==> src/design/ptt_pkg.sv <==
// shared types and constants of the periodic task timer table
package ptt_pkg;
  localparam int unsigned TaskSlotsDef = 16;
  localparam int unsigned TimeW = 32;

  typedef enum logic [1:0] {
    ACT_ADD = 2'd0, ACT_REMOVE = 2'd1, ACT_EDIT = 2'd2, ACT_TICK = 2'd3
  } action_e;

  typedef enum logic [1:0] {
    KIND_ACK = 2'd0, KIND_RESCHED = 2'd1, KIND_REMOVED = 2'd2
  } kind_e;

  typedef enum logic [1:0] {
    ST_OK = 2'd0, ST_FULL = 2'd1, ST_NOTASK = 2'd2
  } status_e;

  // one slot packed: ident, job, period, end, start
  localparam int unsigned SlotW = 16 + 8 + 3 * TimeW;
  typedef struct packed {
    logic [15:0]      ident;
    logic [7:0]       job;
    logic [TimeW-1:0] period;
    logic [TimeW-1:0] end_t;
    logic [TimeW-1:0] start;
  } slot_t;
endpackage

==> src/design/periodic_task_timer_table.sv <==
// top level of the periodic task timer table
// Usage: commands come in on the s_axis channel, one transfer each; tuser
// carries the action (add, remove by position, edit by identifier, tick).
// Add, remove and edit answer with one acknowledgement on m_axis; a tick
// answers with one transfer per fired task, in list order, and none when
// nothing is due. tlast marks the final result of a command.
// The table lives in one slot ram with a registered read; every task is
// touched through its one read port and one write port, and next start
// times are reckoned in 33 bits. A remove compacts the table by moving
// each following slot down; an edit searches slot by slot for the ident;
// a tick reads every slot, runs a catch-up division for a task that fell
// more than one period behind and compacts the table for each removal.
// A fire result is held until the scan knows whether another one
// follows, so that tlast can mark the final one. The block takes one
// command at a time; s_axis_tready is low until its last result has
// been transferred. The result register holds while m_axis_tready is
// low and the sequencer waits. Reset empties the table (task count
// zero); slot contents are don't-care until written.
module periodic_task_timer_table #(
  parameter int unsigned TaskSlots = ptt_pkg::TaskSlotsDef
) (
  input  logic         clk_i,
  input  logic         rst_ni,
  input  logic         s_axis_tvalid,
  output logic         s_axis_tready,
  // position[3:0], task_ident[19:4], start_time[51:20], end_time[83:52],
  // period[115:84], job_number[123:116], current_time[155:124]
  input  logic [159:0] s_axis_tdata,
  // action
  input  logic [1:0]   s_axis_tuser,
  output logic         m_axis_tvalid,
  input  logic         m_axis_tready,
  // status[1:0], fired_job[9:2], fired_ident[25:10], next_start[57:26]
  output logic [63:0]  m_axis_tdata,
  // kind
  output logic [1:0]   m_axis_tuser,
  output logic         m_axis_tlast
);
  import ptt_pkg::*;
  localparam int unsigned IdxW = $clog2(TaskSlots);
  localparam int unsigned CntW = $clog2(TaskSlots + 1);

  typedef enum logic [9:0] {
    S_IDLE   = 10'b0000000001,
    S_READ   = 10'b0000000010,
    S_EVAL   = 10'b0000000100,
    S_DIV    = 10'b0000001000,
    S_WAIT   = 10'b0000010000,
    S_ADD    = 10'b0000100000,
    S_SHIFT  = 10'b0001000000,
    S_SHWR   = 10'b0010000000,
    S_OUT    = 10'b0100000000,
    S_NEXT   = 10'b1000000000
  } state_e;

  state_e state_q, state_d;

  // input item fields
  logic [3:0]       in_pos;
  slot_t            in_slot;
  logic [TimeW-1:0] in_now;
  assign in_pos         = s_axis_tdata[3:0];
  assign in_slot.ident  = s_axis_tdata[19:4];
  assign in_slot.start  = s_axis_tdata[51:20];
  assign in_slot.end_t  = s_axis_tdata[83:52];
  assign in_slot.period = s_axis_tdata[115:84];
  assign in_slot.job    = s_axis_tdata[123:116];
  assign in_now         = s_axis_tdata[155:124];

  // registers
  logic [CntW-1:0]  count_q, count_d, idx_q, idx_d, sh_q, sh_d;
  action_e          act_q, act_d;
  slot_t            cmd_q, cmd_d;
  logic [TimeW-1:0] now_q, now_d;
  slot_t            cur_q, cur_d;
  logic [TimeW:0]   nxt_q, nxt_d;
  logic             rem_q, rem_d;
  logic             fired_q, fired_d;
  logic             ovalid_q, ovalid_d, olast_q, olast_d;
  kind_e            okind_q, okind_d;
  status_e          ostat_q, ostat_d;
  logic [7:0]       ojob_q, ojob_d;
  logic [15:0]      oid_q, oid_d;
  logic [TimeW-1:0] onext_q, onext_d;
  // fire result held until the next one or the end of the scan
  kind_e            hkind_q, hkind_d;
  logic [7:0]       hjob_q, hjob_d;
  logic [15:0]      hid_q, hid_d;
  logic [TimeW-1:0] hnext_q, hnext_d;

  // slot ram
  logic             we;
  logic [IdxW-1:0]  waddr, raddr;
  slot_t            wdata, rdata;
  ptt_ram #(.Width(SlotW), .Depth(TaskSlots)) u_ram (
    .clk_i(clk_i), .we_i(we), .waddr_i(waddr), .wdata_i(wdata),
    .raddr_i(raddr), .rdata_o(rdata)
  );

  // catch-up divider: remainder of (now - next) by the period
  logic             div_start, div_done;
  logic [TimeW-1:0] div_rem, div_dividend;
  assign div_dividend = now_q - nxt_q[TimeW-1:0];
  ptt_divider u_div (
    .clk_i(clk_i), .rst_ni(rst_ni), .start_i(div_start),
    .dividend_i(div_dividend), .divisor_i(cur_q.period),
    .done_o(div_done), .rem_o(div_rem)
  );

  // first start past now: now - remainder + period
  logic [TimeW:0] catch_sum;
  assign catch_sum = {1'b0, now_q} - {1'b0, div_rem} + {1'b0, cur_q.period};

  logic out_free;
  assign out_free = !ovalid_q || m_axis_tready;

  // sequencer
  always_comb begin
    state_d = state_q; count_d = count_q; idx_d = idx_q; sh_d = sh_q;
    act_d = act_q; cmd_d = cmd_q; now_d = now_q; cur_d = cur_q;
    nxt_d = nxt_q; rem_d = rem_q;
    fired_d = fired_q;
    ovalid_d = ovalid_q && !m_axis_tready;
    olast_d = olast_q; okind_d = okind_q; ostat_d = ostat_q;
    ojob_d = ojob_q; oid_d = oid_q; onext_d = onext_q;
    hkind_d = hkind_q; hjob_d = hjob_q; hid_d = hid_q; hnext_d = hnext_q;
    we = 1'b0; waddr = idx_q[IdxW-1:0]; wdata = cur_q;
    raddr = idx_q[IdxW-1:0]; div_start = 1'b0;
    unique case (state_q)
      S_IDLE: begin
        if (s_axis_tvalid && !ovalid_q) begin
          act_d = action_e'(s_axis_tuser);
          cmd_d = in_slot; now_d = in_now; fired_d = 1'b0;
          unique case (action_e'(s_axis_tuser))
            ACT_ADD: begin
              ostat_d = ST_OK;
              if (count_q == CntW'(TaskSlots)) ostat_d = ST_FULL;
              else begin
                we = 1'b1; waddr = count_q[IdxW-1:0]; wdata = in_slot;
                count_d = count_q + 1'b1;
              end
              state_d = S_OUT;
            end
            ACT_REMOVE: begin
              if (CntW'(in_pos) < count_q && 32'(in_pos) < TaskSlots) begin
                ostat_d = ST_OK;
                sh_d = CntW'(in_pos);
                state_d = S_SHIFT;
              end else begin
                ostat_d = ST_NOTASK;
                state_d = S_OUT;
              end
            end
            default: begin
              idx_d = '0;
              state_d = S_NEXT;
            end
          endcase
        end
      end
      S_NEXT: begin
        // pick the next slot or finish
        if (idx_q >= count_q) begin
          if (act_q == ACT_EDIT) begin
            ostat_d = ST_NOTASK;
            state_d = S_OUT;
          end else if (fired_q) begin
            // release the held fire result as the final one
            if (out_free) begin
              ovalid_d = 1'b1; olast_d = 1'b1; ostat_d = ST_OK;
              okind_d = hkind_q; ojob_d = hjob_q; oid_d = hid_q; onext_d = hnext_q;
              fired_d = 1'b0;
              state_d = S_IDLE;
            end
          end else state_d = S_IDLE;
        end else state_d = S_READ;
      end
      S_READ: state_d = S_EVAL;
      S_EVAL: begin
        cur_d = rdata;
        if (act_q == ACT_EDIT) begin
          if (rdata.ident == cmd_q.ident) begin
            we = 1'b1; wdata = cmd_q;
            ostat_d = ST_OK;
            state_d = S_OUT;
          end else begin
            idx_d = idx_q + 1'b1;
            state_d = S_NEXT;
          end
        end else if (rdata.start > now_q) begin
          idx_d = idx_q + 1'b1;
          state_d = S_NEXT;
        end else if (rdata.period == '0) begin
          rem_d = 1'b1;
          state_d = S_ADD;
          nxt_d = '0;
        end else begin
          nxt_d = {1'b0, rdata.start} + {1'b0, rdata.period};
          rem_d = 1'b0;
          state_d = S_DIV;
        end
      end
      S_DIV: begin
        // end check, then catch-up when still not past now
        if (cur_q.end_t != '0 && nxt_q > {1'b0, cur_q.end_t}) begin
          rem_d = 1'b1; state_d = S_ADD;
        end else if (nxt_q > {1'b0, now_q}) begin
          rem_d = nxt_q[TimeW];
          state_d = S_ADD;
        end else begin
          div_start = 1'b1;
          state_d = S_WAIT;
        end
      end
      S_WAIT: begin
        // wait for the remainder, then jump past now in one step
        if (div_done) begin
          nxt_d = catch_sum;
          rem_d = catch_sum[TimeW];
          state_d = S_ADD;
        end
      end
      S_ADD: begin
        // pass on the held fire result, hold this one
        if (out_free || !fired_q) begin
          if (fired_q) begin
            ovalid_d = 1'b1; olast_d = 1'b0; ostat_d = ST_OK;
            okind_d = hkind_q; ojob_d = hjob_q; oid_d = hid_q; onext_d = hnext_q;
          end
          fired_d = 1'b1;
          hjob_d = cur_q.job; hid_d = cur_q.ident;
          if (rem_q) begin
            hkind_d = KIND_REMOVED; hnext_d = '0;
            sh_d = idx_q; state_d = S_SHIFT;
          end else begin
            hkind_d = KIND_RESCHED; hnext_d = nxt_q[TimeW-1:0];
            we = 1'b1; wdata = cur_q; wdata.start = nxt_q[TimeW-1:0];
            idx_d = idx_q + 1'b1; state_d = S_NEXT;
          end
        end
      end
      S_SHIFT: begin
        // compaction: read slot sh+1
        if (sh_q + 1'b1 >= count_q) begin
          count_d = count_q - 1'b1;
          state_d = (act_q == ACT_TICK) ? S_NEXT : S_OUT;
        end else begin
          raddr = IdxW'(sh_q + 1'b1);
          state_d = S_SHWR;
        end
      end
      S_SHWR: begin
        we = 1'b1; waddr = sh_q[IdxW-1:0]; wdata = rdata;
        sh_d = sh_q + 1'b1;
        state_d = S_SHIFT;
      end
      S_OUT: begin
        if (out_free) begin
          ovalid_d = 1'b1; olast_d = 1'b1; okind_d = KIND_ACK;
          ojob_d = '0; oid_d = '0; onext_d = '0;
          state_d = S_IDLE;
        end
      end
      default: state_d = S_IDLE;
    endcase
  end

  always_ff @(posedge clk_i or negedge rst_ni) begin
    if (!rst_ni) begin
      state_q <= S_IDLE; count_q <= '0; ovalid_q <= 1'b0;
      act_q <= ACT_ADD; fired_q <= 1'b0;
    end else begin
      state_q <= state_d; count_q <= count_d; ovalid_q <= ovalid_d;
      act_q <= act_d; fired_q <= fired_d;
    end
  end

  always_ff @(posedge clk_i) begin
    idx_q <= idx_d; sh_q <= sh_d; cmd_q <= cmd_d; now_q <= now_d;
    cur_q <= cur_d; nxt_q <= nxt_d;
    rem_q <= rem_d; olast_q <= olast_d; okind_q <= okind_d;
    ostat_q <= ostat_d; ojob_q <= ojob_d; oid_q <= oid_d; onext_q <= onext_d;
    hkind_q <= hkind_d; hjob_q <= hjob_d; hid_q <= hid_d; hnext_q <= hnext_d;
  end

  assign s_axis_tready = (state_q == S_IDLE) && !ovalid_q;
  assign m_axis_tvalid = ovalid_q;
  assign m_axis_tdata  = {6'd0, onext_q, oid_q, ojob_q, ostat_q};
  assign m_axis_tuser  = okind_q;
  assign m_axis_tlast  = olast_q;
endmodule

==> src/design/ptt_ram.sv <==
// generic ram with one write port and one registered read port
module ptt_ram #(
  parameter int unsigned Width = 8,
  parameter int unsigned Depth = 16
) (
  input  logic                     clk_i,
  input  logic                     we_i,
  input  logic [$clog2(Depth)-1:0] waddr_i,
  input  logic [Width-1:0]         wdata_i,
  input  logic [$clog2(Depth)-1:0] raddr_i,
  output logic [Width-1:0]         rdata_o
);
  logic [Width-1:0] mem_q [Depth];

  // write port
  always_ff @(posedge clk_i) begin
    if (we_i) begin
      mem_q[waddr_i] <= wdata_i;
    end
  end

  // registered read port
  always_ff @(posedge clk_i) begin
    rdata_o <= mem_q[raddr_i];
  end
endmodule

==> src/design/ptt_divider.sv <==
// restoring divider for the catch-up remainder, one quotient bit per cycle
module ptt_divider (
  input  logic                      clk_i,
  input  logic                      rst_ni,
  input  logic                      start_i,
  input  logic [ptt_pkg::TimeW-1:0] dividend_i,
  input  logic [ptt_pkg::TimeW-1:0] divisor_i,
  output logic                      done_o,
  output logic [ptt_pkg::TimeW-1:0] rem_o
);
  import ptt_pkg::*;
  localparam int unsigned CntW = $clog2(TimeW + 1);

  logic [TimeW-1:0] rem_q, rem_d, quo_q, quo_d, dvs_q, dvs_d;
  logic [CntW-1:0]  cnt_q, cnt_d;
  logic             busy_q, busy_d, done_q, done_d;
  logic [TimeW:0]   trial;

  // one shift-subtract step per cycle
  always_comb begin
    rem_d  = rem_q;
    quo_d  = quo_q;
    dvs_d  = dvs_q;
    cnt_d  = cnt_q;
    busy_d = busy_q;
    done_d = 1'b0;
    trial  = {rem_q, quo_q[TimeW-1]} - {1'b0, dvs_q};
    if (start_i) begin
      rem_d  = '0;
      quo_d  = dividend_i;
      dvs_d  = divisor_i;
      cnt_d  = CntW'(TimeW);
      busy_d = 1'b1;
    end else if (busy_q) begin
      if (!trial[TimeW]) begin
        rem_d = trial[TimeW-1:0];
        quo_d = {quo_q[TimeW-2:0], 1'b1};
      end else begin
        rem_d = {rem_q[TimeW-2:0], quo_q[TimeW-1]};
        quo_d = {quo_q[TimeW-2:0], 1'b0};
      end
      cnt_d = cnt_q - 1'b1;
      if (cnt_q == CntW'(1)) begin
        busy_d = 1'b0;
        done_d = 1'b1;
      end
    end
  end

  always_ff @(posedge clk_i or negedge rst_ni) begin
    if (!rst_ni) begin
      busy_q <= 1'b0;
      done_q <= 1'b0;
      cnt_q  <= '0;
    end else begin
      busy_q <= busy_d;
      done_q <= done_d;
      cnt_q  <= cnt_d;
    end
  end

  always_ff @(posedge clk_i) begin
    rem_q <= rem_d;
    quo_q <= quo_d;
    dvs_q <= dvs_d;
  end

  assign done_o = done_q;
  assign rem_o  = rem_q;
endmodule
==> config.mk <==
export PLATFORM = sky130hd
export DESIGN_NAME = periodic_task_timer_table
export DESIGN_NICKNAME = d
export VERILOG_FILES = /design/src/design/ptt_pkg.sv /design/src/design/periodic_task_timer_table.sv /design/src/design/ptt_ram.sv /design/src/design/ptt_divider.sv
export SDC_FILE = /design/constraint.sdc
export NUM_CORES = 2
export LEC_CHECK = 0
export CAP_MARGIN = 10
export CORE_ASPECT_RATIO = 0.75
export CORE_UTILIZATION = 29
export DETAILED_ROUTE_END_ITERATION = 8
export DONT_BUFFER_PORTS = 1
export SLEW_MARGIN = 20
export SYNTH_ARGS = -nofsm -noshare
export SYNTH_HDL_FRONTEND = slang
export SYNTH_SLANG_ARGS = --single-unit
==> constraint.sdc <==
create_clock -name clk_i -period 9.1 [get_ports clk_i]
set_input_delay 0.91 -clock clk_i [delete_from_list [all_inputs] [get_ports clk_i]]
set_output_delay 0.91 -clock clk_i [all_outputs]
set_load 0.03 [all_outputs]
==> metrics.md <==
| Metric | Value |
|---|---|
| Outcome | `completed` |
| Largest area contributor in the netlist | `edfxtp_1` |
| Initial Util | `29.2%` |
| Pins Over Slew Limit | `0` |
| Largest net degree at the start of global routing | `152` |
| Synth Flop Type | `edfxtp_1` |
| CP startpoint | `cmd_q[116]` |
| Die W | `706 um` |
| Finished Core Util | `33.2%` |
| Max clock buf depth | `4` |
| CP Capture Type | `register` |
| Largest cells by area after synthesis | `edfxtp_1, mux2i_1, o22ai_1` |
| Post-synth top area share | `67.5%` |
| Initial antenna violation count | `74` |
| Post-route ant nets | `0` |
| Setup Fix Bufs, Post-CTS | `0` |
| Chip height | `530 um` |
| Share of layout cells above drive strength 1 | `8.18%` |
| Syn Area/Cell | `15.7 um2` |
| Seq cells post-synth | `2598` |
| Met1 Wirelength | `140000 um` |
| Final wirelength | `334000 um` |
| Cells on worst reg2reg path | `11` |
| Hold depth | `0` |
| Layout Nets | `7381` |
| Commonest non-fill, non-tap cell in the layout | `edfxtp_1` |
| Startpoint type of the worst setup path | `register` |
| Slew Limit Headroom | `24.7%` |
| Leakage | `44.3 nW` |
| Num ports | `235` |
| CP max FO | `20` |
| Area grow syn2layout | `13.8%` |
| Most frequent cells in the layout | `edfxtp_1, mux2i_1, o22ai_1, inv_1, nand2_1` |
| Post-Layout Inst Area | `0.122 mm2` |
| Fmax | `169 MHz` |
| Sw frac | `35.1%` |
| Ys Warns | `0` |
| Clk sinks | `2598` |
| Yosys cell types | `89` |
| Multi-input gate area | `0.0290 mm2` |
| DR iter-0 viols | `8168` |
| Combinational group share of total power | `33.4%` |
| Mapped Area | `0.108 mm2` |
| First-pass GRT wire length | `461000 um` |
| # port buffers | `0` |
| Mapped Cells | `6877` |
| Final setup viols | `0` |
| Cts repair resizes | `0` |
| Worst Hold Launch | `s_axis_tdata[30]` |
| # hold bufs at CTS | `22` |
| Post-synthesis sequential area ratio | `70.9%` |
| Uppermost layer routed | `met5` |
| Pwr/cell area | `343 mW/mm2` |
| Routed wl met3 | `33500 um` |
| Post-DP HPWL | `198000 um` |
| CP arrival | `6.39 ns` |
| Clock Tree Root | `clkbuf_16` |
| RSZ-0062 raised after global routing | `false` |
| CTS tree | `yes` |
| Clk pwr share | `24.8%` |
| Reg2reg setup slack | `3.19 ns` |
| Number of synthesized flops with an enable pin | `2419` |
| Reg2Reg Launch Point | `cmd_q[116]` |
| Final Hold Vio Count | `0` |
| DRT Pass-1 Iters | `8` |
| DR vias | `63820` |
| Clock Latency Late Sink | `0.96 ns` |
| Core ar. | `0.369 mm2` |
| Die area | `0.374 mm2` |
| Worst Hold Class | `input pin to register` |
| Post-synth ARST share | `1.04%` |
| FF/Latch Area | `0.0764 mm2` |
| Grt total ovfl | `0` |
| Period utilisation layout | `65.0%` |
| Minimum clock period | `5.91 ns` |
| WL/cell | `27.6 um` |
| Vias in the first global route | `60454` |
| GP Congestion | `0.916` |
| Total GRT Usage | `17.1%` |
| WP data required | `9.58 ns` |
| FILL cells | `35085` |
| DR WL met2 | `150000 um` |
| Via density | `5.29` |
| Max VDD drop | `304 uV` |
| Number of remaining DRC errors | `0` |
| Clock skew | `0.141 ns` |
| CTS clk-pin slew, worst paths | `0.07 ns` |
| Reg power frac | `41.8%` |
| CP Class | `register to register` |
| Num CTS Buffers | `244` |
| Placed Area | `0.114 mm2` |
| # rows | `193` |
| H-tree Lvls | `4` |
| Net Switching | `14.8 mW` |
| Pint | `27.2 mW` |
| Worst slew pin tran | `1.13 ns` |
| Maxcap violations | `0` |
## synthesized netlist by cell type (25+ instances only)
cell type and instances:
a211oi_1 25, a21o_1 56, a21oi_1 164, a221o_1 76
a222oi_1 51, a22o_1 70, and2_1 67, buf_2 146
clkbuf_1 167, dfrtp_1 26, dfxtp_1 152, edfxtp_1 2419
fa_1 36, ha_1 244, inv_1 289, mux2i_1 983
nand2_1 264, nand2b_1 41, nand3_1 86, nand4_1 34
nor2_1 172, nor2b_1 28, nor3_1 35, nor4_1 27
o21a_1 26, o21ai_0 149, o22ai_1 511, or4_1 124
xnor2_1 58, xor2_1 66
## kinds of logic after synthesis
| kind of cell | after synthesis | synth area share, % |
|---|---|---|
| buffers and inverters | 629 | 2.43 |
| DFF | 2598 | 70.9 |
| AOI/OAI and AO/OA | 1305 | 8.28 |
| other | 1 | 0.00348 |
| muxes | 998 | 9.30 |
| and+or+nand+nor | 942 | 4.54 |
| adders and majority gates | 280 | 3.51 |
| xor gates and xnor gates | 124 | 1.01 |
## critical path, stage by stage, from the launching register on
cell	delay, ns
edfxtp_1	0.41
xor2_1	0.19
nor4_1	0.59
nand4_1	0.56
or3_1	0.72
nand2_1	0.20
nand3_1	0.10
buf_4	0.26
or2_1	0.31
or3_1	0.56
nor2_4	0.76
buf_4	0.66
## power groups by stage
stage	sequential [mW]	clock (mW)	combinational [mW]
detailed placement	17.7	0	13.7
CTS	17.5	10.6	13.8
global route	17.6	11.0	15.0
global placement	17.7	0	13.4
finish	17.5	10.4	14.0
floorplan	17.4	0	9.56
## flip-flops by register name (all words and copies together), names as in the netlist, 10 cells and up
name and count:
hnext_q 32, u_div.dvs_q 32, u_ram.rdata_o 120, cmd_q 120, u_div.rem_o 32, oid_q 16, u_div.quo_q 32, hid_q 16
nxt_q 33, state_q 10, u_ram.mem_q 1920, cur_q 120, now_q 32, onext_q 32
## stage by stage
stage	cells	worst slack (ns)	TNS [ns]	total power, mW	hold slack, ns
2_1_floorplan	6882	-0.578	-815.22	26.9	0.407
3_3_place_gp	11538	3.36	0	31.1	0.415
3_5_place_dp	11540	3.35	0	31.5	0.416
4_1_cts	12015	3.28	0	41.9	0.000900
5_1_grt	12049	3.08	0	43.6	0.0183
6_report	12070	3.19	0	42.0	0.0510
## metal layers
layer | GRT usage, % | vias up
li1 | - | 27277
met1 | 23.5 | 32867
met2 | 26.8 | 3097
met3 | 4.15 | 533
met4 | 5.09 | 46
met5 | 0 | -
## worst paths after layout
check                                      to
setup / recovery           u_ram.mem_q[0][24]
hold / removal                      cmd_q[10]
setup reg to reg           u_ram.mem_q[0][24]
hold reg to reg                     cur_q[36]
max in group asynchronous          state_q[0]
min in group asynchronous          state_q[5]
## layout make-up
class	count	share of cell area, %
antenna	53	0.108
clock buffer	323	5.57
clock inverter	130	1.10
inverter	289	0.891
multi-input combinational	3655	23.6
sequential	2598	62.3
tap	4875	4.98
timing repair buffer	147	1.37
(Power assumes the default switching activity.)
